--- src/hw/rtl/icfm_pkg.sv ---
`timescale 1ns / 1ps
// ----------------------------------------------------------------------------
// icfm_pkg: shared definitions for the input capture frequency meter
// Field widths, event codes, controller states and unit status type.
// ----------------------------------------------------------------------------
package icfm_pkg;

    // field and register widths
    localparam int OPCODE_W  = 2;
    localparam int CAPTURE_W = 16;
    localparam int CPO_W     = 16;
    localparam int REFCLK_W  = 32;
    localparam int FREQ_W    = 32;
    localparam int OVF_W     = 8;
    localparam int CFG_ADDR_W = 1;
    localparam int CFG_DATA_W = 32;

    // register reset values
    localparam logic [CPO_W-1:0]    CPO_RESET    = 16'hFFFF;
    localparam logic [REFCLK_W-1:0] REFCLK_RESET = 32'd84000000;

    // configuration register indexes
    localparam logic [CFG_ADDR_W-1:0] REG_COUNTS_PER_OVERFLOW = 1'd0;
    localparam logic [CFG_ADDR_W-1:0] REG_REFERENCE_CLOCK_HZ  = 1'd1;

    // event codes carried on the input tuser
    typedef enum logic [OPCODE_W-1:0] {
        OP_OVERFLOW      = 2'd0,
        OP_CAPTURE       = 2'd1,
        OP_OTHER_CHANNEL = 2'd2,
        OP_OTHER_TIMER   = 2'd3
    } op_t;

    // controller states
    typedef enum logic [1:0] {
        ST_IDLE,
        ST_PERIOD,
        ST_DIVIDE,
        ST_STORE
    } state_t;

    // status of a multi-cycle unit
    typedef struct packed {
        logic busy;
        logic done;
    } unit_stat_t;

endpackage

--- src/hw/rtl/icfm_period.sv ---
`timescale 1ns / 1ps
// ----------------------------------------------------------------------------
// icfm_period: bit-serial period computation
// Computes capture + overflows * counts_per_overflow - first timestamp,
// 32-bit wrapping, taking one overflow-count bit per cycle.
// ----------------------------------------------------------------------------
module icfm_period
    import icfm_pkg::*;
(
    input  logic                 clk,
    input  logic                 rst_n,
    input  logic                 start,
    input  logic [CAPTURE_W-1:0] capture_value,
    input  logic [CAPTURE_W-1:0] first_timestamp,
    input  logic [OVF_W-1:0]     overflow_count,
    input  logic [CPO_W-1:0]     counts_per_overflow,
    output unit_stat_t           stat,
    output logic [FREQ_W-1:0]    diff
);

    localparam int STEPS   = OVF_W;
    localparam int CNT_W   = $clog2(STEPS + 1);
    localparam int MCAND_W = CPO_W + OVF_W;

    logic [FREQ_W-1:0]  acc_reg, acc_next;
    logic [MCAND_W-1:0] mcand_reg, mcand_next;
    logic [OVF_W-1:0]   mplier_reg, mplier_next;
    logic [CNT_W-1:0]   cnt_reg, cnt_next;
    logic               busy_reg, busy_next;
    logic               done_reg, done_next;

    // shift-add datapath and step counter
    always_comb
    begin
        acc_next    = acc_reg;
        mcand_next  = mcand_reg;
        mplier_next = mplier_reg;
        cnt_next    = cnt_reg;
        busy_next   = busy_reg;
        done_next   = 1'b0;
        if (start)
        begin
            acc_next    = FREQ_W'(capture_value) - FREQ_W'(first_timestamp);
            mcand_next  = MCAND_W'(counts_per_overflow);
            mplier_next = overflow_count;
            cnt_next    = CNT_W'(STEPS);
            busy_next   = 1'b1;
        end
        else if (busy_reg)
        begin
            if (mplier_reg[0])
            begin
                acc_next = acc_reg + FREQ_W'(mcand_reg);
            end
            mcand_next  = {mcand_reg[MCAND_W-2:0], 1'b0};
            mplier_next = {1'b0, mplier_reg[OVF_W-1:1]};
            cnt_next    = cnt_reg - CNT_W'(1);
            if (cnt_reg == CNT_W'(1))
            begin
                busy_next = 1'b0;
                done_next = 1'b1;
            end
        end
    end

    // control registers
    always_ff @(posedge clk or negedge rst_n)
    begin
        if (!rst_n)
        begin
            cnt_reg  <= '0;
            busy_reg <= 1'b0;
            done_reg <= 1'b0;
        end
        else
        begin
            cnt_reg  <= cnt_next;
            busy_reg <= busy_next;
            done_reg <= done_next;
        end
    end

    // datapath registers
    always_ff @(posedge clk)
    begin
        acc_reg    <= acc_next;
        mcand_reg  <= mcand_next;
        mplier_reg <= mplier_next;
    end

    assign stat.busy = busy_reg;
    assign stat.done = done_reg;
    assign diff      = acc_reg;

endmodule

--- src/hw/rtl/icfm_divider.sv ---
`timescale 1ns / 1ps
// ----------------------------------------------------------------------------
// icfm_divider: restoring divider, one quotient bit per cycle
// A zero divisor yields an all-ones quotient.
// ----------------------------------------------------------------------------
module icfm_divider
    import icfm_pkg::*;
(
    input  logic              clk,
    input  logic              rst_n,
    input  logic              start,
    input  logic [FREQ_W-1:0] dividend,
    input  logic [FREQ_W-1:0] divisor,
    output unit_stat_t        stat,
    output logic [FREQ_W-1:0] quotient
);

    localparam int CNT_W = $clog2(FREQ_W + 1);

    logic [FREQ_W-1:0] rem_reg, rem_next;
    logic [FREQ_W-1:0] quo_reg, quo_next;
    logic [FREQ_W-1:0] dvs_reg, dvs_next;
    logic [CNT_W-1:0]  cnt_reg, cnt_next;
    logic              busy_reg, busy_next;
    logic              done_reg, done_next;
    logic [FREQ_W:0]   shifted;
    logic [FREQ_W:0]   trial;

    // partial remainder with the next dividend bit shifted in
    assign shifted = {rem_reg, quo_reg[FREQ_W-1]};
    assign trial   = shifted - {1'b0, dvs_reg};

    // one restoring step per cycle
    always_comb
    begin
        rem_next  = rem_reg;
        quo_next  = quo_reg;
        dvs_next  = dvs_reg;
        cnt_next  = cnt_reg;
        busy_next = busy_reg;
        done_next = 1'b0;
        if (start)
        begin
            rem_next  = '0;
            quo_next  = dividend;
            dvs_next  = divisor;
            cnt_next  = CNT_W'(FREQ_W);
            busy_next = 1'b1;
        end
        else if (busy_reg)
        begin
            if (!trial[FREQ_W])
            begin
                rem_next = trial[FREQ_W-1:0];
                quo_next = {quo_reg[FREQ_W-2:0], 1'b1};
            end
            else
            begin
                rem_next = shifted[FREQ_W-1:0];
                quo_next = {quo_reg[FREQ_W-2:0], 1'b0};
            end
            cnt_next = cnt_reg - CNT_W'(1);
            if (cnt_reg == CNT_W'(1))
            begin
                busy_next = 1'b0;
                done_next = 1'b1;
            end
        end
    end

    // control registers
    always_ff @(posedge clk or negedge rst_n)
    begin
        if (!rst_n)
        begin
            cnt_reg  <= '0;
            busy_reg <= 1'b0;
            done_reg <= 1'b0;
        end
        else
        begin
            cnt_reg  <= cnt_next;
            busy_reg <= busy_next;
            done_reg <= done_next;
        end
    end

    // datapath registers
    always_ff @(posedge clk)
    begin
        rem_reg <= rem_next;
        quo_reg <= quo_next;
        dvs_reg <= dvs_next;
    end

    assign stat.busy = busy_reg;
    assign stat.done = done_reg;
    assign quotient  = quo_reg;

endmodule

--- src/hw/rtl/input_capture_frequency_meter.sv ---
`timescale 1ns / 1ps
// ----------------------------------------------------------------------------
// input_capture_frequency_meter: frequency from two timer input captures
//
//   channel   direction  handshake                  content
//   s_axis    in         tvalid / tready            tuser opcode, tdata capture
//   m_axis    out        tvalid / tready            tdata frequency, tuser zero_period
//   cfg       in         cfg_wr_en (no wait)        cfg_addr, cfg_wdata
//
// Overflow, ignored and first-capture items are taken without holding off input.
// A second capture's result is computed by the bit-serial overflow product,
// then by the one-bit-per-cycle restoring divider, and is then stored in the
// output register; the next item is taken once the controller returns to idle.
// Input is held off while a second capture is computed and while its result
// waits for a full output register to drain.
// Reset is asynchronous, active low, and returns the controller state, capture
// state, configuration registers and output valid to their defaults.
// ----------------------------------------------------------------------------
module input_capture_frequency_meter
    import icfm_pkg::*;
(
    input  logic                  clk,
    input  logic                  rst_n,
    // input items
    input  logic                  s_axis_tvalid,
    output logic                  s_axis_tready,
    input  logic [15:0]           s_axis_tdata,   // [15:0] capture_value
    input  logic [1:0]            s_axis_tuser,   // [1:0] opcode
    // result items
    output logic                  m_axis_tvalid,
    input  logic                  m_axis_tready,
    output logic [31:0]           m_axis_tdata,   // [31:0] frequency
    output logic [0:0]            m_axis_tuser,   // [0] zero_period
    // configuration writes
    input  logic                  cfg_wr_en,
    input  logic [CFG_ADDR_W-1:0] cfg_addr,
    input  logic [CFG_DATA_W-1:0] cfg_wdata
);

    state_t                state_reg, state_next;
    logic                  awaiting_reg, awaiting_next;
    logic [OVF_W-1:0]      ovf_cnt_reg, ovf_cnt_next;
    logic [CAPTURE_W-1:0]  first_ts_reg, first_ts_next;
    logic [CPO_W-1:0]      cpo_reg;
    logic [REFCLK_W-1:0]   refclk_reg;
    logic                  zero_reg;
    logic                  out_valid_reg, out_valid_next;
    logic [FREQ_W-1:0]     out_freq_reg;
    logic                  out_zero_reg;

    logic                  accept;
    logic                  period_start;
    logic                  div_start;
    logic                  out_load;
    op_t                   opcode;
    unit_stat_t            period_stat;
    unit_stat_t            div_stat;
    logic [FREQ_W-1:0]     period_diff;
    logic [FREQ_W-1:0]     div_quotient;

    assign opcode = op_t'(s_axis_tuser);

    // next state
    always_comb
    begin
        state_next = state_reg;
        unique case (state_reg)
            ST_IDLE:
            begin
                if (accept && opcode == OP_CAPTURE && awaiting_reg)
                begin
                    state_next = ST_PERIOD;
                end
            end
            ST_PERIOD:
            begin
                if (period_stat.done)
                begin
                    state_next = ST_DIVIDE;
                end
            end
            ST_DIVIDE:
            begin
                if (div_stat.done)
                begin
                    state_next = ST_STORE;
                end
            end
            ST_STORE:
            begin
                if (!out_valid_reg || m_axis_tready)
                begin
                    state_next = ST_IDLE;
                end
            end
            default:
            begin
                state_next = ST_IDLE;
            end
        endcase
    end

    // controller outputs
    always_comb
    begin
        s_axis_tready = 1'b0;
        period_start  = 1'b0;
        div_start     = 1'b0;
        out_load      = 1'b0;
        unique case (state_reg)
            ST_IDLE:
            begin
                s_axis_tready = 1'b1;
                period_start  = s_axis_tvalid && opcode == OP_CAPTURE && awaiting_reg;
            end
            ST_PERIOD:
            begin
                div_start = period_stat.done;
            end
            ST_DIVIDE:
            begin
                out_load = 1'b0;
            end
            ST_STORE:
            begin
                out_load = !out_valid_reg || m_axis_tready;
            end
            default:
            begin
                s_axis_tready = 1'b0;
            end
        endcase
    end

    assign accept = s_axis_tvalid && s_axis_tready;

    // capture state update
    always_comb
    begin
        awaiting_next = awaiting_reg;
        ovf_cnt_next  = ovf_cnt_reg;
        first_ts_next = first_ts_reg;
        if (accept)
        begin
            unique case (opcode)
                OP_OVERFLOW:
                begin
                    ovf_cnt_next = ovf_cnt_reg + OVF_W'(1);
                end
                OP_CAPTURE:
                begin
                    if (!awaiting_reg)
                    begin
                        ovf_cnt_next  = '0;
                        first_ts_next = s_axis_tdata;
                        awaiting_next = 1'b1;
                    end
                    else
                    begin
                        awaiting_next = 1'b0;
                    end
                end
                OP_OTHER_CHANNEL, OP_OTHER_TIMER:
                begin
                    awaiting_next = awaiting_reg;
                end
                default:
                begin
                    awaiting_next = awaiting_reg;
                end
            endcase
        end
    end

    // output register valid
    always_comb
    begin
        out_valid_next = out_valid_reg;
        if (out_load)
        begin
            out_valid_next = 1'b1;
        end
        else if (m_axis_tready)
        begin
            out_valid_next = 1'b0;
        end
    end

    // state, capture state, output valid and configuration registers
    always_ff @(posedge clk or negedge rst_n)
    begin
        if (!rst_n)
        begin
            state_reg     <= ST_IDLE;
            awaiting_reg  <= 1'b0;
            ovf_cnt_reg   <= '0;
            first_ts_reg  <= '0;
            cpo_reg       <= CPO_RESET;
            refclk_reg    <= REFCLK_RESET;
            out_valid_reg <= 1'b0;
        end
        else
        begin
            state_reg     <= state_next;
            awaiting_reg  <= awaiting_next;
            ovf_cnt_reg   <= ovf_cnt_next;
            first_ts_reg  <= first_ts_next;
            out_valid_reg <= out_valid_next;
            if (cfg_wr_en)
            begin
                unique case (cfg_addr)
                    REG_COUNTS_PER_OVERFLOW:
                    begin
                        cpo_reg <= cfg_wdata[CPO_W-1:0];
                    end
                    REG_REFERENCE_CLOCK_HZ:
                    begin
                        refclk_reg <= cfg_wdata[REFCLK_W-1:0];
                    end
                    default:
                    begin
                        cpo_reg <= cpo_reg;
                    end
                endcase
            end
        end
    end

    // zero-period flag and result register
    always_ff @(posedge clk)
    begin
        if (period_stat.done)
        begin
            zero_reg <= (period_diff == '0);
        end
        if (out_load)
        begin
            out_freq_reg <= div_quotient;
            out_zero_reg <= zero_reg;
        end
    end

    // bit-serial period unit
    icfm_period u_period (
        .clk                 (clk),
        .rst_n               (rst_n),
        .start               (period_start),
        .capture_value       (s_axis_tdata),
        .first_timestamp     (first_ts_reg),
        .overflow_count      (ovf_cnt_reg),
        .counts_per_overflow (cpo_reg),
        .stat                (period_stat),
        .diff                (period_diff)
    );

    // serial divider
    icfm_divider u_divider (
        .clk      (clk),
        .rst_n    (rst_n),
        .start    (div_start),
        .dividend (refclk_reg),
        .divisor  (period_diff),
        .stat     (div_stat),
        .quotient (div_quotient)
    );

    assign m_axis_tvalid   = out_valid_reg;
    assign m_axis_tdata    = out_freq_reg;
    assign m_axis_tuser[0] = out_zero_reg;

endmodule

--- config.mk ---
export PLATFORM = sky130hd
export DESIGN_NAME = input_capture_frequency_meter
export DESIGN_NICKNAME = d
export VERILOG_FILES = /design/src/hw/rtl/icfm_pkg.sv /design/src/hw/rtl/icfm_period.sv /design/src/hw/rtl/icfm_divider.sv /design/src/hw/rtl/input_capture_frequency_meter.sv
export SDC_FILE = /design/constraint.sdc
export NUM_CORES = 1
export LEC_CHECK = 0
export BUFFER_PORTS_ARGS = -buffer_cell sky130_fd_sc_hd__buf_2
export CORE_ASPECT_RATIO = 1.75
export CORE_MARGIN = 2
export CORE_UTILIZATION = 35
export CTS_BUF_LIST = sky130_fd_sc_hd__clkbuf_16
export CTS_CLUSTER_SIZE = 30
export DETAILED_ROUTE_END_ITERATION = 16
export PLACE_DENSITY = 0.56
export SYNTH_ARGS = -nofsm -noshare
export SYNTH_HDL_FRONTEND = slang
export SYNTH_SLANG_ARGS = --single-unit
--- constraint.sdc ---
create_clock -name clk -period 2.8 [get_ports clk]
set_clock_uncertainty 0.15 [all_clocks]
set_input_delay 0.56 -clock clk [delete_from_list [all_inputs] [get_ports clk]]
set_output_delay 0.56 -clock clk [all_outputs]
set_load 0.1 [all_outputs]
# ---- Word-level counts from Yosys, hierarchy flattened
# Cells that the tools add are included.
dict set report op_classes {
  add_sub_neg 6
  n_eq_ne 11
  mux 41
  n_bitwise 2
  n_reduce_logical 22
}
# op n
set op_table {}
lappend op_table {{32-bit 2-to-1 mux} 6}
lappend op_table {{33-bit by 32-bit subtractor with 33-bit output} 1}
lappend op_table {{32-bit by 24-bit adder with 32-bit output} 1}
lappend op_table {{32-bit logical NOT} 1}
lappend op_table {{16-bit 2-to-1 mux} 2}
lappend op_table {{8-bit 2-to-1 mux} 3}
lappend op_table {{1-bit 2-to-1 mux} 20}
lappend op_table {{16-bit by 16-bit subtractor with 17-bit output} 1}
lappend op_table {{8-bit one-hot mux with 2 select lines} 1}
lappend op_table {{6-bit 2-to-1 mux} 2}
lappend op_table {{2-bit nonzero test} 5}
lappend op_table {{8-bit by 1-bit adder with 8-bit output (second input constant)} 1}
lappend op_table {{2-bit 2-to-1 mux} 4}
lappend op_table {{4-bit 2-to-1 mux} 2}
lappend op_table {{2-bit one-hot mux with 4 select lines} 1}
lappend op_table {{2-bit AND reduction} 4}
lappend op_table {{6-bit by 1-bit equality test with 1-bit output (second input constant)} 1}
lappend op_table {{2-bit != test (second input constant)} 3}
lappend op_table {{3-bit AND reduction} 2}
lappend op_table {{6-bit by 1-bit subtractor with 6-bit output (second input constant)} 1}
lappend op_table {{1-bit logical AND} 5}
lappend op_table {{2-bit by 1-bit equality test with 1-bit output (second input constant)} 2}
lappend op_table {{2-bit equality test (second input constant)} 2}
lappend op_table {{4-bit by 1-bit equality test with 1-bit output (second input constant)} 1}
lappend op_table {{other kinds (7)} 10}
dict set report word_totals {
  register_bits 284
  word_cells 105
}

# ---- Logic depth before layout (Yosys ltp)
dict set report depth {
  word_depth 7
  depth_mapped 13
  depth_no_buf 12
}

# ---- Modules after synthesis
# A second synthesis with hierarchy kept.
dict set report hier_totals {
  cells_unflattened 1389
  hier_area_um2 15579.9
}
# module n_inst cells_per_inst area_each_um2 seq_area_each_um2
set by_module_without_submodules {}
lappend by_module_without_submodules {icfm_divider 1 646 6358.6 2762.6}
lappend by_module_without_submodules {icfm_period 1 489 4962.3 1991.9}
lappend by_module_without_submodules {input_capture_frequency_meter 1 254 4259.1 2954.1}

# ---- Worst setup path after synthesis
# No wires, ideal clock.
dict set report synth_timing {
  path_kind {register to register}
  from {register state_reg[0]}
  to {register u_period.acc_reg[0] (netlist: u_period.diff[0]) (enable)}
  setup_time_ps 389
  arrival_time_ps 2822
  required_ps 2261
  setup_slack_ps -561
  stages_incl_launch_ff 8
  path_buffers 1
  synth_period_minus_slack_ps 3361
  cell_sequence {dfrtp_1 inv_1 ha_1 nand2_1 nor2_1 nand3_1 clkbuf_1 nand2_1}
}
dict set report synth_via {
  elab_chain_cells 4
}
# element line
set synth_rtl {}
lappend synth_rtl {{from (decl)} input_capture_frequency_meter.sv:40} ;# state_t state_reg, state_next;
lappend synth_rtl {{from (signal assigned)} input_capture_frequency_meter.sv:204} ;# state_reg <= state_next;
lappend synth_rtl {{2-bit logical NOT (*)} input_capture_frequency_meter.sv:110} ;# unique case (state_reg)
lappend synth_rtl {{1-bit 2-to-1 mux (*)} input_capture_frequency_meter.sv:110}
lappend synth_rtl {{2-bit nonzero test (no source line)} n/a}
lappend synth_rtl {{2-bit AND reduction (no source line) (*)} n/a}
lappend synth_rtl {{to (signal assigned)} icfm_period.sv:86} ;# acc_reg <= acc_next;
lappend synth_rtl {{to (decl)} icfm_period.sv:25} ;# logic [FREQ_W-1:0] acc_reg, acc_next;
# Every way passes the cells marked *; elsewhere a longest branch is shown, timed or not.
# A chain may end at the register's enable or synchronous reset.

# ---- Worst setup path in the final report
dict set report layout_timing {
  from {register u_divider.dvs_reg[1]}
  to {register u_divider.rem_reg[16]}
}
dict set report layout_via {
  elab_chain_cells 2
}
# element line
set layout_rtl {}
lappend layout_rtl {{from (decl)} icfm_divider.sv:22} ;# logic [FREQ_W-1:0] dvs_reg, dvs_next;
lappend layout_rtl {{from (signal assigned)} icfm_divider.sv:93} ;# dvs_reg <= dvs_next;
lappend layout_rtl {{33-bit by 32-bit subtractor with 33-bit output} icfm_divider.sv:31} ;# assign trial = shifted - {1'b0, dvs_reg};
lappend layout_rtl {{32-bit 2-to-1 mux} icfm_divider.sv:52} ;# if (!trial[FREQ_W])
lappend layout_rtl {{to (signal assigned)} icfm_divider.sv:91} ;# rem_reg <= rem_next;
lappend layout_rtl {{to (decl)} icfm_divider.sv:20} ;# logic [FREQ_W-1:0] rem_reg, rem_next;
# No other way between the ends.

==> flow_summary_export.csv <==
group,metric,value,unit
setup_path,worstSetupStartpointType,"register",
route,route.top_layer_used,"met4",
outcome,run_status,"complete, but fails checks",
layout,fill_cells,3877,
route,drt_pass1_iterations,5,
timing,worst_slack,-0.216,ns
grt,grt_max_degree,68,
route,drt_iter0_markers,453,
grt,grt-ovfl-total,0,
route,viasPerCell,4.84,
layout,diodes,0,
logic_synthesis,netlist-cell-type-count,67,
setup_path,path_class,"reg -> reg",
logic_synthesis,synthCells,1394,
clocking,cts-htree-levels,1,
route,ant_nets,0,
timing,max_freq,0.332,GHz
timing,final-setup-viol-count,43,
route,routedWlPerCell,15.6,um
placed_design,port_buffers,90,
route,routedLengthMet1,13700,um
grt,number_of_global_route_vias_before_repair,11199,
power_and_ir_drop,worst_ir_drop_vdd,456,uV
route,drc,0,
layout,area_delta_synth_final,27.7,%
clocking,clockBufferDepth,3,
grt,global_route.usage.total,16.2,%
route,met2WireLength,19200,um
outcome,failed_checks,"setup timing",
timing,slew-limit-headroom,58.3,%
die,die_w,159,um
route,wl_met3,785,um
die,start_util,35.3,%
layout,mostFrequentLayoutCells,"sky130_fd_sc_hd__nand2_1, sky130_fd_sc_hd__buf_4, sky130_fd_sc_hd__edfxtp_1",
placed_design,gp_congestion,0.836,
die,core,0.0415,sq mm
timing,hold_viol_final,0,
grt,grt_antenna_before_repair,0,
die,pin_count,91,
timing,unrepaired_setup_endpoints_after_global_routing,"yes",
setup_path,cp-end-kind,"register",
layout,layout_commonest_cell,"sky130_fd_sc_hd__nand2_1",
die,die_height,274,um
timing,layout_min_cycle_time,3.02,ns
logic_synthesis,netlist_area,0.0146,sq mm
timing,timing_worst_slew_pin_value,0.619,ns
logic_synthesis,sequential_fraction_of_the_synthesis_area,52.7,%
power_and_ir_drop,power.leakage,7.85,nW
run,max-cap-violations,0,
setup_path,cp.required,3.06,ns
clocking,cts_tree,"yes",
layout,design.final.nets,1796,
die,die_area,0.0435,sq mm
die,placementRows,99,
logic_synthesis,synth.yosys.warnings,0,
power_and_ir_drop,p_per_area,493,mW/mm^2
setup_path,worst-path-max-fanout,6,
clocking,clkLatencyLatePin,0.59,ns
logic_synthesis,syn_avg_cell_area,10.5,sq um
power_and_ir_drop,report.power.total,9.21,mW
logic_synthesis,synth_nets,1534,
clocking,numClockSinks,284,
placed_design,detailedPlacementHpwl,25300,um
route,route.vias.total,10827,
timing,final_max_slew_viol_count,0,
clocking,clkSlewWorstSetupHoldPaths,0.07,ns
route,routed_wirelength,34800,um
logic_synthesis,yosys_register_bits,284,
setup_path,timing.critical_path.arrival,3.28,ns
clocking,clock-root-buffer,"sky130_fd_sc_hd__clkbuf_16",
logic_synthesis,synth_async_sr_flop_share,31.7,%
logic_synthesis,synth_enable_flop_cells,154,
min_path,worst_hold_path_type,"in -> reg",
layout,final_core_util,45.0,%
layout,final_layout_size_suffix_gt1_share,29.8,%
logic_synthesis,synth_top_flop_cell,"sky130_fd_sc_hd__edfxtp_1",
timing,final_min_period_over_clock_period,108,%
clocking,cts-buffers-inserted,30,
grt,wire_length_of_the_first_global_routing_pass,56200,um
-- repair_timing --
item | CTS | global route
setup buffers | 17 | 12
setup endpoints to repair | 52 | 56
endpoints found under the hold margin | 33 | 0
hold buffers | 1 | 0
resized for setup | 51 | 61
cloned | 2 | 0
pin swaps | 44 | 57
-- cells in the mapped netlist, types with 39 or more instances --
cell type	instances	area [sq um]
sky130_fd_sc_hd__dfrtp_1	65	1630
sky130_fd_sc_hd__inv_1	70	263
sky130_fd_sc_hd__edfxtp_1	154	4620
sky130_fd_sc_hd__mux2_2	51	574
sky130_fd_sc_hd__nor2_1	74	278
sky130_fd_sc_hd__xnor2_1	45	394
sky130_fd_sc_hd__nand2_1	254	953
sky130_fd_sc_hd__a21oi_1	91	455
sky130_fd_sc_hd__o21ai_0	99	495
sky130_fd_sc_hd__clkbuf_1	39	146
sky130_fd_sc_hd__ha_1	81	1010
sky130_fd_sc_hd__dfxtp_1	40	801
-- routing by layer --
layer | vias to the layer above | global-route usage [%]
met4 | 0 | 5.76
met1 | 5164 | 17.4
met5 | - | 0
li1 | 5449 | -
met2 | 151 | 31.9
met3 | 63 | 1.53
-- where the power goes --
group          internal [mW]  switching [mW]
clock network           2.65            1.72
registers               4.51          0.0572
logic                  0.155           0.117
total                   7.32            1.89
-- worst paths after layout --
check / cells past startpoint / slack [ns] / endpoint / start
min in group asynchronous: 2 / 0.38 / ovf_cnt_reg[0]$_DFFE_PN0P_ / rst_n
max in group asynchronous: 3 / 1.40 / u_period.cnt_reg[3]$_DFFE_PN0P_ / rst_n
max reg2reg: 13 / -0.22 / u_divider.rem_reg[16]$_SDFFE_PP0P_ / u_divider.dvs_reg[1]$_DFFE_PP_
min: 3 / 0.05 / first_ts_reg[6]$_DFFE_PN0P_ / s_axis_tdata[6]
max: 13 / -0.22 / u_divider.rem_reg[16]$_SDFFE_PP0P_ / u_divider.dvs_reg[1]$_DFFE_PP_
min reg2reg: 0 / 0.30 / m_axis_tuser$_DFFE_PP_ / zero_reg$_DFFE_PP_
-- critical path: stages (launching register included) --
cell and delay (ns):
sky130_fd_sc_hd__edfxtp_1 0.43, sky130_fd_sc_hd__buf_4 0.17, sky130_fd_sc_hd__fa_2 0.38, sky130_fd_sc_hd__nand2b_4 0.16, sky130_fd_sc_hd__a21oi_4 0.20, sky130_fd_sc_hd__o21ai_4 0.08
sky130_fd_sc_hd__o21ai_4 0.16, sky130_fd_sc_hd__nand2_2 0.10, sky130_fd_sc_hd__a21oi_4 0.23, sky130_fd_sc_hd__xor2_4 0.18, sky130_fd_sc_hd__buf_6 0.15, sky130_fd_sc_hd__buf_8 0.14
sky130_fd_sc_hd__mux2i_1 0.21, sky130_fd_sc_hd__a211oi_1 0.09
-- through the flow --
stage          instances  area (sq um)  hold WS (ns)  TNS [ns]  worst slack (ns)
4_1_cts             2226         18400        0.0153     -7.79            -0.267
5_1_grt             2235         18700        0.0310    -12.69            -0.374
6_report            2235         18700        0.0522     -5.73            -0.216
3_3_place_gp        2153         17000         0.280    -11.79            -0.360
2_1_floorplan       1394         14700         0.114     -1.00           -0.0543
3_5_place_dp        2153         17000         0.285    -14.58            -0.406
-- cells by family (layout without fill, tap and decap cells) --
| family | Yosys count | in the layout | share of synthesized area, % |
|---|---|---|---|
| AO/OA/AOI/OAI | 296 | 296 | 12.2 |
| XOR/XNOR | 83 | 83 | 5.10 |
| adder cells (fa/ha/maj) | 84 | 84 | 7.34 |
| buffers and inverters | 123 | 409 | 3.28 |
| flip-flops | 284 | 284 | 52.7 |
| multiplexers | 84 | 84 | 6.18 |
| AND/OR/NAND/NOR | 440 | 440 | 13.2 |
-- layout make-up --
cell class                 count  area (sq um)  area share [%]
tap                          555           694            3.72
clock buffer                  34           851            4.55
timing repair buffer         283          2010            10.8
multi-input combinational    987          6880            36.8
clock inverter                22           267            1.43
inverter                      70           263            1.41
sequential                   284          7710            41.3
Note: power is estimated with default switching activity, not from simulation.
